## config.mk

```make
export PLATFORM = sky130hd
export DESIGN_NAME = hcp_queue
export DESIGN_NICKNAME = d
export VERILOG_FILES = /design/src/hcp_pkg.sv /design/src/hcp_queue.sv
export SDC_FILE = /design/constraint.sdc
export NUM_CORES = 1
export LEC_CHECK = 0
export ABC_AREA = 1
export BUFFER_PORTS_ARGS = -buffer_cell sky130_fd_sc_hd__buf_2
export CAP_MARGIN = 20
export CORE_MARGIN = 2
export CORE_UTILIZATION = 52
export CTS_CLUSTER_SIZE = 30
export DETAILED_ROUTE_END_ITERATION = 16
export PLACE_DENSITY = 0.8
export SLEW_MARGIN = 25
export SYNTH_ARGS = -nofsm -noshare
export SYNTH_HDL_FRONTEND = slang
export SYNTH_SLANG_ARGS = --single-unit
```

## constraint.sdc

```tcl
create_clock -name aclk -period 4.8 [get_ports aclk]
set_clock_uncertainty 0.2 [all_clocks]
set_input_delay 0.48 -clock aclk [delete_from_list [all_inputs] [get_ports aclk]]
set_output_delay 0.48 -clock aclk [all_outputs]
set_load 0.01 [all_outputs]
```

## src/hcp_pkg.sv

```systemverilog
// package with the shared types and constants of the huffman code packer
`timescale 1ns / 1ps

package hcp_pkg;

    localparam int CMD_W      = 2;
    localparam int SYM_IN_W   = 8;
    localparam int LEN_W      = 6;
    localparam int CODE_W     = 56;
    localparam int BYTE_W     = 8;
    localparam int PEND_W     = 3;
    localparam int ACC_W      = BYTE_W + CODE_W;
    localparam int TOT_W      = 6;
    localparam int IN_TDATA_W = 72;
    localparam int Q_DEPTH    = 2;
    localparam int Q_PTR_W    = 1;
    localparam int Q_CNT_W    = 2;

    // command codes carried in the input tuser
    localparam logic [CMD_W-1:0] CMD_LOAD   = 2'd0;
    localparam logic [CMD_W-1:0] CMD_ENCODE = 2'd1;
    localparam logic [CMD_W-1:0] CMD_FLUSH  = 2'd2;

    // one unit of work for the packer; code is left-aligned in CODE_W bits
    typedef struct packed {
        logic              is_flush;
        logic [LEN_W-1:0]  len;
        logic [CODE_W-1:0] code;
    } hcp_entry_t;

    typedef struct packed {
        logic       valid;
        hcp_entry_t entry;
    } hcp_push_t;

    typedef enum logic [1:0] {
        BK_RUN,
        BK_FLUSH_DATA,
        BK_FLUSH_COUNT
    } hcp_bk_state_t;

endpackage

```

## src/hcp_queue.sv

```systemverilog
// two-entry queue between the lookup front end and the packer
`timescale 1ns / 1ps

module hcp_queue (
    input  logic               aclk,
    input  logic               aresetn,
    input  hcp_pkg::hcp_push_t push_i,
    output logic               full,
    output hcp_pkg::hcp_push_t head_o,
    input  logic               pop
);

    hcp_pkg::hcp_entry_t             mem_reg [hcp_pkg::Q_DEPTH];
    logic [hcp_pkg::Q_PTR_W-1:0]     wr_ptr_reg;
    logic [hcp_pkg::Q_PTR_W-1:0]     rd_ptr_reg;
    logic [hcp_pkg::Q_CNT_W-1:0]     count_reg;
    logic [hcp_pkg::Q_CNT_W-1:0]     count_next;

    assign full         = (count_reg == hcp_pkg::Q_CNT_W'(hcp_pkg::Q_DEPTH));
    assign head_o.valid = (count_reg != '0);
    assign head_o.entry = mem_reg[rd_ptr_reg];

    always_comb begin
        count_next = count_reg;
        unique case ({push_i.valid, pop})
            2'b10:   count_next = count_reg + 1'b1;
            2'b01:   count_next = count_reg - 1'b1;
            default: count_next = count_reg;
        endcase
    end

    always_ff @(posedge aclk) begin
        if (!aresetn) begin
            wr_ptr_reg <= '0;
            rd_ptr_reg <= '0;
            count_reg  <= '0;
        end else begin
            count_reg <= count_next;
            if (push_i.valid) begin
                wr_ptr_reg <= wr_ptr_reg + 1'b1;
            end
            if (pop) begin
                rd_ptr_reg <= rd_ptr_reg + 1'b1;
            end
        end
        if (push_i.valid) begin
            mem_reg[wr_ptr_reg] <= push_i.entry;
        end
    end

endmodule

```

* Word level (Yosys, flattened, before mapping) *
Memory sizes are Yosys's and may differ from the RTL's. A register that Yosys moved wholly into a read port is not among the register bits.
Index checks and enable logic that the tools add are counted.

word-level totals
  register bits after elaboration = 4
  bits in writable memories = 126
  input port bits = 67
  output and inout bits = 65
  logic and storage cells = 18
  memories kept = 1

memories
  memory   words  bits a word  rd ports  clocked after Yosys merged registers in  write ports  RTL line         text
  mem_reg  2      63           1         1                                        1            hcp_queue.sv:13  hcp_pkg::hcp_entry_t mem_reg [hcp_pkg::Q_DEPTH];

operators by class
  add/sub/neg operators = 4
  eq/ne operators = 3
  muxes and demuxes = 5
  reductions and logical operators = 2

operators with widths
  kind                                                                   number
  2-bit equality test, second input constant                             2
  1-bit 2-to-1 mux                                                       4
  2-bit one-hot mux with 2 select lines                                  1
  2-bit nonzero test                                                     2
  1-bit adder, second input constant                                     2
  2-bit by 1-bit adder with 2-bit output, second input constant          1
  2-bit by 1-bit equality test with 1-bit output, second input constant  1
  2-bit by 1-bit subtractor with 2-bit output, second input constant     1

* Depth between registers and ports, before layout *
  depth in word-level cells = 3
  gate-level depth with buffers = 7
  gate-level depth less buffers = 7

* Worst setup path after synthesis *
Ideal clock, no wire load.

  path type = in2reg
  start = input port push_i[63] in the netlist's numbering
  end = memory mem_reg[0][0] in the netlist's numbering, enable pin
  library setup time = 486 ps
  arrival = 3181 ps
  data required time = 4114 ps
  slack = 933 ps
  stages on the path = 2
  buffers on the path = 0
  cell sequence = inv_1 > nor2_1

on the way
  cells in the longest elaborated chain, start to end = 2

RTL lines
  what                                    RTL line         text
  start: declaration                      hcp_queue.sv:7   input hcp_pkg::hcp_push_t push_i,
  1-bit 2-to-1 mux                        hcp_queue.sv:46  if (push_i.valid) begin
  1-bit 2-to-1 mux (implied by the code)  hcp_queue.sv:47  mem_reg[wr_ptr_reg] <= push_i.entry;
  end: declaration                        hcp_queue.sv:13

Every way passes these cells.

==> results.json <==
{
  "status": "finished, final reports clean",
  "syn_nets": 299,
  "drive_above_1_share_pct": 51.0,
  "final_cells": 586,
  "portBuffers": 131,
  "num_rows": 36,
  "drc": 0,
  "final_max_slew_viol_count": 0,
  "fin_crit_sh_pct": 63.7,
  "slew_headroom_pct": 42.6,
  "via_per_inst": 4.78,
  "largest_reg_flops": 126,
  "clkLatencyLatePin_ps": 520,
  "busiest_layer": "met2",
  "wl_per_cell_um": 16.5,
  "p_per_area_mw_per_mm2": 397,
  "n_antenna_cell": 0,
  "first_pass_iters": 4,
  "ant_nets": 0,
  "worstPathArrival_ps": 2380,
  "wl_mm": 9.65,
  "synth_top_area_share_pct": 74.5,
  "drt_iter0_markers": 116,
  "syn_to_final_growth_pct": 37.0,
  "numCtsBuffers": 17,
  "overflow": 0,
  "gr-usage-met3_pct": 5.42,
  "ios": 132,
  "critPathMaxFanout": 43,
  "rsz0062_at_grt": "false",
  "antenna_found_initial": 0,
  "ys_ff_latch": 131,
  "yosysUniqueCellTypes": 13,
  "grt_use_met1_pct": 21.1,
  "core_area_mm2": 0.00964,
  "syn_area_mm2": 0.00508,
  "whs_ps": 21.8,
  "grt_pass1_wl_mm": 13.7,
  "setup-tns-final_ps": 0,
  "dr_total_vias": 2799,
  "htreeDepth": 4,
  "clk_pin_slew_ps": 60,
  "worstSetupPathType": "flip-flop to primary output",
  "first_global_vias": 2760,
  "dp.cells": 491,
  "ctsResizeCount": 0,
  "ys_top_cells_by_area": "edfxtp_1 75%, mux2_4 18%, buf_12 2.4%",
  "die_w_um": 103,
  "p_leak_nw": 2.82,
  "avgSynthCellArea_um2": 22.0,
  "seq_area_mm2": 0.00389,
  "clock_tree.root_cell": "clkbuf_8",
  "nNetsFinal": 508,
  "worst_pin_slew_ps": 859,
  "start_kind": "flip-flop",
  "ys_seq_area_share_pct": 76.5,
  "synthCells": 231,
  "cts_tree": "done",
  "maxCapViolations": 0,
  "clock-sinks": 131,
  "yosys.area.top_type": "edfxtp_1",
  "multi_input_area_mm2": 0.00105,
  "hold_class": "input port to flip-flop",
  "synth_warnings": 0,
  "fillerInstances": 622,
  "final-setup-viol-count": 0,
  "clock.fmax_mhz": 327,
  "use_met2_pct": 31.0,
  "grtUsageTotal_pct": 18.5,
  "peakVddDrop_mv": 0.236,
  "grt_max_degree": 44,
  "hold_viol": 0,
  "endpoint_kind": "primary output",
  "clock_path_buffers": 2,
  "place.gp.congestion": 0.752,
  "hpwl_mm": 5.87,
  "crit_required_ps": 4120,
  "dieArea_mm2": 0.0106,
  "fin_crit_ps": 3060,
  "die_height_um": 103,
  "postCtsSetupRepairBufs": 0,
  "initial_core_util_pct": 52.7
}
## worst max-delay path, cell delays in order (launching register included)
cell	delay (ps)
dfxtp_4	860
buf_4	490
mux2_4	340
buf_2	140
## Yosys cell counts (all sizes together)
cell / instances
nand4: 1
o21ai: 1
edfxtp: 126
nand2: 9
nor2: 11
a21oi: 1
ha: 1
buf: 7
dfxtp: 5
inv: 6
mux2: 63
## cells in the final DEF, fill, tap and decap left out, types with 2 or more instances in the layout
cell type / Yosys / layout
clkinvlp_4: 0 / 5
mux2_2: 3 / 3
inv_1: 6 / 5
dlygate4sd3_1: 0 / 63
mux2_4: 60 / 60
edfxtp_1: 126 / 126
clkbuf_16: 0 / 16
clkinv_4: 0 / 2
buf_4: 0 / 3
nor2_1: 11 / 10
inv_6: 0 / 4
nand2_1: 9 / 9
buf_2: 0 / 131
clkinv_2: 0 / 3
dfxtp_1: 5 / 4
## per-stage QoR
stage	utilization, %	cell area, µm²	setup slack [ps]	power (mW)
final	72.1	6950	1740	2.76
after global placement	60.2	5800	2270	1.61
after detailed placement	60.2	5800	2240	1.63
after global routing	72.1	6950	1600	2.86
after floorplan	-	5080	933	1.54
after CTS	72.1	6950	1690	2.78
## per-layer routing
metal  part of all wire [%]  up-vias
li1                       -     1314
met1                     40     1364
met2                     53       97
met3                    4.3       24
met4                    2.8        0
met5                      0        -
## report_power, final
| group | internal (mW) | leakage (nW) | switching (mW) |
|---|---|---|---|
| Combinational | 0.166 | 1.35 | 0.125 |
| Clock | 0.635 | 0.245 | 0.484 |
| Sequential | 1.32 | 1.22 | 0.0321 |
## cell type report
class	instances	share of cell area [%]
Multi-Input combinational cell	87	15.0
Tap cell	133	2.39
Clock inverter	15	1.57
Inverter	6	0.324
Sequential cell	131	55.9
Clock buffer	17	5.96
Timing Repair Buffer	197	18.8
## what timing repair did
| action | 4_1_cts | 5_1_grt |
|---|---|---|
| hold endpoints to repair | 126 | 0 |
| hold buffers | 63 | 0 |
| endpoints found under the setup margin | 0 | 0 |
## path summary, 6_finish.rpt
check	from	end	depth (start not counted)	slack, ps
min	aresetn	count_reg[1]	3	20
min reg2reg	rd_ptr_reg	flip-flop	2	310
max	flip-flop	head_o[43]	3	1740
max reg2reg	wr_ptr_reg	mem_reg[0][54]	2	2640
## kinds of logic (layout without fill, tap and decap cells)
logic type | count (synthesis) | count (layout) | synth area share [%]
flip-flops | 131 | 131 | 76.5
AO/OA/AOI/OAI | 2 | 2 | 0.197
adder cells (fa/ha/maj) | 1 | 1 | 0.246
multiplexers | 63 | 63 | 18.4
AND/OR/NAND/NOR | 21 | 21 | 1.60
buffers and inverters | 13 | 235 | 3.03
Power figures use the tool's default switching activity.
