===== src/hcp_pkg.sv =====
// package with the shared types and constants of the huffman code packer
`timescale 1ns / 1ps

package hcp_pkg;

    localparam int CMD_W      = 2;
    localparam int SYM_IN_W   = 8;
    localparam int LEN_W      = 6;
    localparam int CODE_W     = 56;
    localparam int BYTE_W     = 8;
    localparam int PEND_W     = 3;
    localparam int ACC_W      = BYTE_W + CODE_W;
    localparam int TOT_W      = 6;
    localparam int IN_TDATA_W = 72;
    localparam int Q_DEPTH    = 2;
    localparam int Q_PTR_W    = 1;
    localparam int Q_CNT_W    = 2;

    // command codes carried in the input tuser
    localparam logic [CMD_W-1:0] CMD_LOAD   = 2'd0;
    localparam logic [CMD_W-1:0] CMD_ENCODE = 2'd1;
    localparam logic [CMD_W-1:0] CMD_FLUSH  = 2'd2;

    // one unit of work for the packer; code is left-aligned in CODE_W bits
    typedef struct packed {
        logic              is_flush;
        logic [LEN_W-1:0]  len;
        logic [CODE_W-1:0] code;
    } hcp_entry_t;

    typedef struct packed {
        logic       valid;
        hcp_entry_t entry;
    } hcp_push_t;

    typedef enum logic [1:0] {
        BK_RUN,
        BK_FLUSH_DATA,
        BK_FLUSH_COUNT
    } hcp_bk_state_t;

endpackage


===== src/hcp_back.sv =====
// back end: bit accumulator that cuts codes into bytes and drives the output
`timescale 1ns / 1ps

module hcp_back (
    input  logic                        aclk,
    input  logic                        aresetn,
    input  hcp_pkg::hcp_push_t          head_i,
    output logic                        pop,
    output logic                        m_tvalid,
    input  logic                        m_tready,
    output logic [hcp_pkg::BYTE_W-1:0]  m_tdata,
    output logic                        m_tlast
);

    hcp_pkg::hcp_bk_state_t           state_reg;
    hcp_pkg::hcp_bk_state_t           state_next;
    logic [hcp_pkg::ACC_W-1:0]        acc_reg;
    logic [hcp_pkg::ACC_W-1:0]        acc_next;
    logic [hcp_pkg::TOT_W-1:0]        tot_reg;
    logic [hcp_pkg::TOT_W-1:0]        tot_next;
    logic                             m_valid_reg;
    logic                             m_valid_next;
    logic [hcp_pkg::BYTE_W-1:0]       m_byte_reg;
    logic                             m_last_reg;

    logic                             out_free;
    logic                             out_load;
    logic [hcp_pkg::BYTE_W-1:0]       out_byte;
    logic                             out_last;
    logic [hcp_pkg::ACC_W-1:0]        base_acc;
    logic [hcp_pkg::TOT_W-1:0]        base_tot;
    logic [hcp_pkg::ACC_W-1:0]        code_ext;

    assign out_free = !m_valid_reg || m_tready;

    always_comb begin
        state_next = state_reg;
        acc_next   = acc_reg;
        tot_next   = tot_reg;
        pop        = 1'b0;
        out_load   = 1'b0;
        out_byte   = '0;
        out_last   = 1'b0;
        base_acc   = acc_reg;
        base_tot   = tot_reg;
        code_ext   = '0;
        unique case (state_reg)
            hcp_pkg::BK_RUN: begin
                // emit a full byte from the top of the accumulator
                if ((tot_reg >= hcp_pkg::TOT_W'(hcp_pkg::BYTE_W)) && out_free) begin
                    out_load = 1'b1;
                    out_byte = acc_reg[hcp_pkg::ACC_W-1 -: hcp_pkg::BYTE_W];
                    out_last = tot_reg < hcp_pkg::TOT_W'(2 * hcp_pkg::BYTE_W);
                    base_acc = acc_reg << hcp_pkg::BYTE_W;
                    base_tot = tot_reg - hcp_pkg::TOT_W'(hcp_pkg::BYTE_W);
                end
                acc_next = base_acc;
                tot_next = base_tot;
                // take the next entry once only partial bits remain
                if (head_i.valid && (base_tot < hcp_pkg::TOT_W'(hcp_pkg::BYTE_W))) begin
                    pop = 1'b1;
                    if (head_i.entry.is_flush) begin
                        if (base_tot != '0) begin
                            state_next = hcp_pkg::BK_FLUSH_DATA;
                        end
                    end else begin
                        code_ext = {head_i.entry.code, hcp_pkg::BYTE_W'(0)}
                                   >> base_tot[hcp_pkg::PEND_W-1:0];
                        acc_next = base_acc | code_ext;
                        tot_next = base_tot + hcp_pkg::TOT_W'(head_i.entry.len);
                    end
                end
            end
            hcp_pkg::BK_FLUSH_DATA: begin
                if (out_free) begin
                    out_load   = 1'b1;
                    out_byte   = acc_reg[hcp_pkg::ACC_W-1 -: hcp_pkg::BYTE_W]
                                 >> (4'(hcp_pkg::BYTE_W) - {1'b0, tot_reg[hcp_pkg::PEND_W-1:0]});
                    state_next = hcp_pkg::BK_FLUSH_COUNT;
                end
            end
            hcp_pkg::BK_FLUSH_COUNT: begin
                if (out_free) begin
                    out_load   = 1'b1;
                    out_byte   = hcp_pkg::BYTE_W'(tot_reg[hcp_pkg::PEND_W-1:0]);
                    out_last   = 1'b1;
                    acc_next   = '0;
                    tot_next   = '0;
                    state_next = hcp_pkg::BK_RUN;
                end
            end
            default: begin
                state_next = hcp_pkg::BK_RUN;
            end
        endcase
    end

    assign m_valid_next = out_free ? out_load : m_valid_reg;

    always_ff @(posedge aclk) begin
        if (!aresetn) begin
            state_reg   <= hcp_pkg::BK_RUN;
            acc_reg     <= '0;
            tot_reg     <= '0;
            m_valid_reg <= 1'b0;
        end else begin
            state_reg   <= state_next;
            acc_reg     <= acc_next;
            tot_reg     <= tot_next;
            m_valid_reg <= m_valid_next;
        end
        if (out_load) begin
            m_byte_reg <= out_byte;
            m_last_reg <= out_last;
        end
    end

    assign m_tvalid = m_valid_reg;
    assign m_tdata  = m_byte_reg;
    assign m_tlast  = m_last_reg;

endmodule


===== config.mk =====
export PLATFORM = sky130hd
export DESIGN_NAME = hcp_back
export DESIGN_NICKNAME = d
export VERILOG_FILES = /design/src/hcp_pkg.sv /design/src/hcp_back.sv
export SDC_FILE = /design/constraint.sdc
export NUM_CORES = 1
export LEC_CHECK = 0
export ABC_CLOCK_PERIOD_IN_PS = 5760
export BUFFER_PORTS_ARGS = -buffer_cell sky130_fd_sc_hd__buf_2
export CORE_ASPECT_RATIO = 0.8
export CORE_MARGIN = 4
export CORE_UTILIZATION = 36
export CTS_CLUSTER_DIAMETER = 80
export DETAILED_ROUTE_END_ITERATION = 8
export PLACE_DENSITY = 0.62
export SETUP_SLACK_MARGIN = 0.5
export SYNTH_ARGS = -nofsm -noshare
export SYNTH_HDL_FRONTEND = slang
export SYNTH_SLANG_ARGS = --single-unit
export TNS_END_PERCENT = 30

===== constraint.sdc =====
create_clock -name aclk -period 5.76 [get_ports aclk]
set_input_delay 0.864 -clock aclk [delete_from_list [all_inputs] [get_ports aclk]]
set_output_delay 0.864 -clock aclk [all_outputs]
set_load 0.05 [all_outputs]

## Word-level counts from Yosys, hierarchy flattened

Cells that the tools add are included.

- Word-level logic and storage cells: 61
- Output and inout port bits: 11
- Input port bits: 67
- Register bits after elaboration: 82

- Equal/unequal tests: 7
- $lt $le $gt $ge: 3
- Shift operators: 2
- Add/subtract/negate cells: 3
- Bitwise logic cells: 1
- Muxes and demuxes: 29
- Reductions and logical operators: 10

Operator list:

| kind | count |
|---|---|
| two-way mux 64 bit | 5 |
| case mux 64 bit (2 select lines) | 1 |
| bitwise OR 64 bit | 1 |
| >> shifter 64 x 3 -> 64 bit | 1 |
| two-way mux 6 bit | 5 |
| case mux 8 bit (3 select lines) | 1 |
| two-way mux 8 bit | 2 |
| case mux 6 bit (2 select lines) | 1 |
| two-way mux 2 bit | 5 |
| != test 2 bit, second input constant | 5 |
| >> shifter 8 x 4 -> 8 bit | 1 |
| adder 6 bit | 1 |
| >= comparator 6 x 4 -> 1 bit, second input constant | 1 |
| < comparator 6 x 4 -> 1 bit, second input constant | 1 |
| < comparator 6 x 5 -> 1 bit, second input constant | 1 |
| case mux 2 bit (3 select lines) | 1 |
| nonzero test 6 bit | 1 |
| subtractor 6 x 4 -> 6 bit, second input constant | 1 |
| two-way mux 1 bit | 5 |
| AND reduction 5 bit | 1 |
| case mux 1 bit (2 select lines) | 2 |
| subtractor 4 x 3 -> 4 bit, first input constant | 1 |
| two-way mux 3 bit | 1 |
| equality test 2 x 1 -> 1 bit, second input constant | 1 |
| other kinds (8) | 9 |

## Longest topological paths before layout

- Word-level depth: 10
- Mapped depth: 12
- Gate-level depth less buffers: 12

## Worst setup path before layout

OpenSTA, ideal clock, no wires.

- Kind: input-to-output
- From: input port m_tready
- To: output port pop
- Arrival: 2.531 ns
- Cell stages on the path: 4
- Path slack: 2.365 ns
- Buffers on the path: 0
- Data required time: 4.896 ns
- Path through: nand2b_1 > o32ai_1 > nor2_1 > nor3_1

- Cells in the longest elaborated chain, start to end: 8

RTL lines:

| what | RTL line | text |
|---|---|---|
| start: declaration | hcp_back.sv:10 | `input logic m_tready,` |
| logical OR 1 bit | hcp_back.sv:34 | `assign out_free = !m_valid_reg \|\| m_tready;` |
| logical AND 1 bit | hcp_back.sv:50 | `if ((tot_reg >= hcp_pkg::TOT_W'(hcp_pkg::BYTE_W)) && out_free) begin` |
| two-way mux 6 bit | hcp_back.sv:50 |  |
| two-way mux 6 bit | hcp_back.sv:47 | `unique case (state_reg)` |
| < comparator 6 x 4 -> 1 bit | hcp_back.sv:60 | `if (head_i.valid && (base_tot < hcp_pkg::TOT_W'(hcp_pkg::BYTE_W))) begin` |
| logical AND 1 bit | hcp_back.sv:60 |  |
| two-way mux 1 bit | hcp_back.sv:60 |  |
| two-way mux 1 bit | hcp_back.sv:47 |  |
| end: declaration | hcp_back.sv:8 | `output logic pop,` |

Every way passes these cells. The select of a mux whose other input is x is not followed.

## Worst setup path after layout

- From: register tot_reg[1] (netlist name)
- To: register m_byte_reg, in the netlist m_tdata[1], data pin

- Cells in the longest elaborated chain, start to end: 4

RTL lines:

| what | RTL line | text |
|---|---|---|
| start: declaration | hcp_back.sv:19 | `logic [hcp_pkg::TOT_W-1:0] tot_reg;` |
| start signal: assignment | hcp_back.sv:109 | `tot_reg <= tot_next;` |
| subtractor 4 x 3 -> 4 bit / >= comparator 6 x 4 -> 1 bit (equally long branches) | hcp_back.sv:78, hcp_back.sv:50 |  |
| >> shifter 8 x 4 -> 8 bit / logical AND 1 bit (equally long branches) | hcp_back.sv:77, hcp_back.sv:50 |  |
| two-way mux 8 bit (on tied branches) | hcp_back.sv:75, hcp_back.sv:50 |  |
| case mux 8 bit (3 select lines) * | hcp_back.sv:47 |  |
| end signal: assignment | hcp_back.sv:113 | `m_byte_reg <= out_byte;` |
| end: declaration | hcp_back.sv:23 | `logic [hcp_pkg::BYTE_W-1:0] m_byte_reg;` |

Mark *: on every way between the ends. The rest lies on a longest branch, timed or not.
A chain may end at the register's enable or synchronous reset.

==> results.cfg <==
[logic_synthesis]
syn_area_um2 = 5800
synth_xor_area_frac = 0.00604
ys_ff_latch = 81
yosys.cell_types.count = 62
synth_compound_area_frac = 0.216
ys_seq_area_frac = 0.295
synth_top_family_by_area = multiplexers
synth_edf_count = 9
synth-simple-area-share = 0.0795
avgSynthCellArea_um2 = 10.3
synthTopCellsByArea = dfxtp_1 25%, mux4_2 21%, mux2i_1 9.7%
yosysTopAreaCell = dfxtp_1
synth.area.mux_share = 0.316
synthAdderAreaFrac = 0.0293
async_reset_ff_frac = 0
ys.warnings.count = 0
synth-main-ff-cell = dfxtp_1
postSynthCellCount = 561
syn-num-nets = 641
yosysTopAreaCellShare = 0.248

[power]
ir_drop_mv = 0.161
cellLeakagePower_nw = 2.56
power.density_nw_per_um2 = 411

[setup_path]
critPathMaxStageDelay_ns = 0.80
required_ns = 5.83
end_kind = flop
critical-path-top-delay-family = flip-flops
r2r_start = tot_reg[1]
cp-start-kind = flop
regToRegEndpoint = m_tdata[1]
path_max_fanout = 37
critical_path_class = reg -> reg
cp_cell_sequence = buf_4 -> inv_1 -> ha_1 -> mux2i_1 -> o22ai_1 -> a22o_1 -> a222oi_1 -> nor2_1
critical_path.slowest_cell = dfxtp_2
r2r_cells = 8
worstPathArrival_ns = 3.46
crit_buf_inv = 2
rrSetupSlack_ns = 2.37

[placement]
placed_area_um2 = 6240
dp_hpwl_um = 11100
port_buffers = 77
place_congestion = 0.814
place_ws_ns = 2.03
post-place-cells = 805

[global_routing]
antenna_found_initial = 0
grt_max_degree = 59
gr-total-overflow = 0
gr-usage-all-layers = 0.170
grt_pass1_wl_um = 24900
grt_pass1_vias = 4783

[hold_path]
holdCritPathClass = reg -> reg
hold_path.startpoint = acc_reg[3]
hold_depth = 2
hold_path_end = acc_reg[3]

[final_layout]
antennaDiodeCount = 0
design_area_um2 = 6530
nFillCells = 1583
instances_no_fill = 821
syn_to_final_growth_pct = 12.5
most-common-layout-cells = 77 x buf_2, 70 x dfxtp_1, 56 x mux2i_1
drive_gt1_frac = 0.279
final_common_cell = buf_2
largest_reg_flops = 63
nets = 681
final_util = 0.413

[clock_tree]
cts_setup_buffers = 0
clock_path_buffers = 2
cts_resized = 0
root_buffer = clkbuf_16
cts_inserted_buffers = 9
htreeDepth = 3
cts_hold_repair.buffers = 0
clock_latency_ns = 0.34
cts_tree = yes
clk_pin_slew_ns = 0.06
cts.sinks = 81

[sta]
worst_slew_pin_slew_ns = 1.08
post-route-min-period_ns = 3.39
max-slew-margin-rel = 0.278
setup_ws_ns = 2.37
finalClockSkew_ns = 0.0105
setup_violations = 0
fmax_mhz = 295
tns_ns = 0
slew_viol_final = 0
rsz0062_at_grt = false
finalCritPeriodShare = 0.588
finalHoldViolCount = 0

[route]
wl_um = 15100
drt_iter0_drc = 472
drc = 0
ant_nets = 0
wl_per_cell_um = 18.3
vias = 4808
dr.pass1.iters = 5
avgViaCountPerCell = 5.86

[floorplanning]
ios = 78
rows = 41
dieArea_um2 = 18200
core_um2 = 15800
start_util = 0.367
die_h_um = 122
die_x_um = 150

[flow_run]
maxCapViolations = 0

[run_status]
outcome = finished, final reports clean
==> area by class of cell <==
type / count / area, µm² / share of cell area
clock inverter: 6 / 48.8 / 0.00747
tap: 215 / 269 / 0.0412
sequential: 81 / 1720 / 0.263
inverter: 14 / 52.6 / 0.00804
timing repair buffer: 84 / 438 / 0.0670
multi-input combinational: 411 / 3770 / 0.577
clock buffer: 10 / 239 / 0.0366
==> how the worst max path moves through the flow <==
stage	from	to	slack [ns]	cells after the start
after floorplan	m_tready	pop	2.37	4
after global placement	m_tready	acc_reg[1]	2.17	6
after detailed placement	m_tready	acc_reg[61]	2.03	6
after CTS	m_tready	acc_reg[61]	2.40	6
after global routing	m_tready	acc_reg[60]	2.06	6
final	tot_reg[1]	m_tdata[1]	2.37	8
==> kinds of logic after synthesis <==
logic type	after synthesis
xor+xnor	4
compound gates	192
fa+ha+maj	13
buf+inv	69
simple gates	88
mux	114
flops	81
==> synth_stat cells (3+ instances only) <==
cell,number
inv_1,14
clkbuf_1,22
o21ai_1,25
a211oi_1,7
buf_4,5
nand2_1,24
ha_1,12
and3_1,8
nand3_1,4
nor3_1,3
mux2_2,3
o21a_1,6
a22oi_1,54
nor3b_1,4
mux2i_1,56
dfxtp_1,72
a21o_1,4
buf_1,6
a22o_1,3
o21ai_0,44
mux4_2,55
o31ai_1,4
buf_6,5
buf_2,16
and2_1,3
nor2b_1,6
nor2_1,20
nand2b_1,3
a31oi_1,5
a21oi_1,20
edfxtp_1,9
==> worst min-delay path, cell delays in order, from the launching register on <==
cell	delay, ns
dfxtp_1	0.33
nand2_1	0.04
o21ai_0	0.05
==> layer usage <==
layer | up-vias | GRT usage | share of wire
met3 | 26 | 0.0286 | 0.056
met2 | 160 | 0.269 | 0.48
met5 | - | 0 | 0
li1 | 2290 | - | -
met4 | 0 | 0.0520 | 0.019
met1 | 2332 | 0.239 | 0.44
==> report_power, final <==
group | switching [W] | internal [W] | total, W | leakage [nW]
Sequential | 0.000128 | 0.000735 | 0.000863 | 0.678
Clock | 0.000244 | 0.000308 | 0.000552 | 0.140
Combinational | 0.000791 | 0.000482 | 0.00127 | 1.75
==> through the flow <==
stage / power, W / hold slack, ns
floorplan: 0.00188 / 0.425
global placement: 0.00212 / 0.441
detailed placement: 0.00215 / 0.448
CTS: 0.00271 / 0.463
global route: 0.00287 / 0.488
finish: 0.00269 / 0.456
Power figures use the tool's default switching activity.
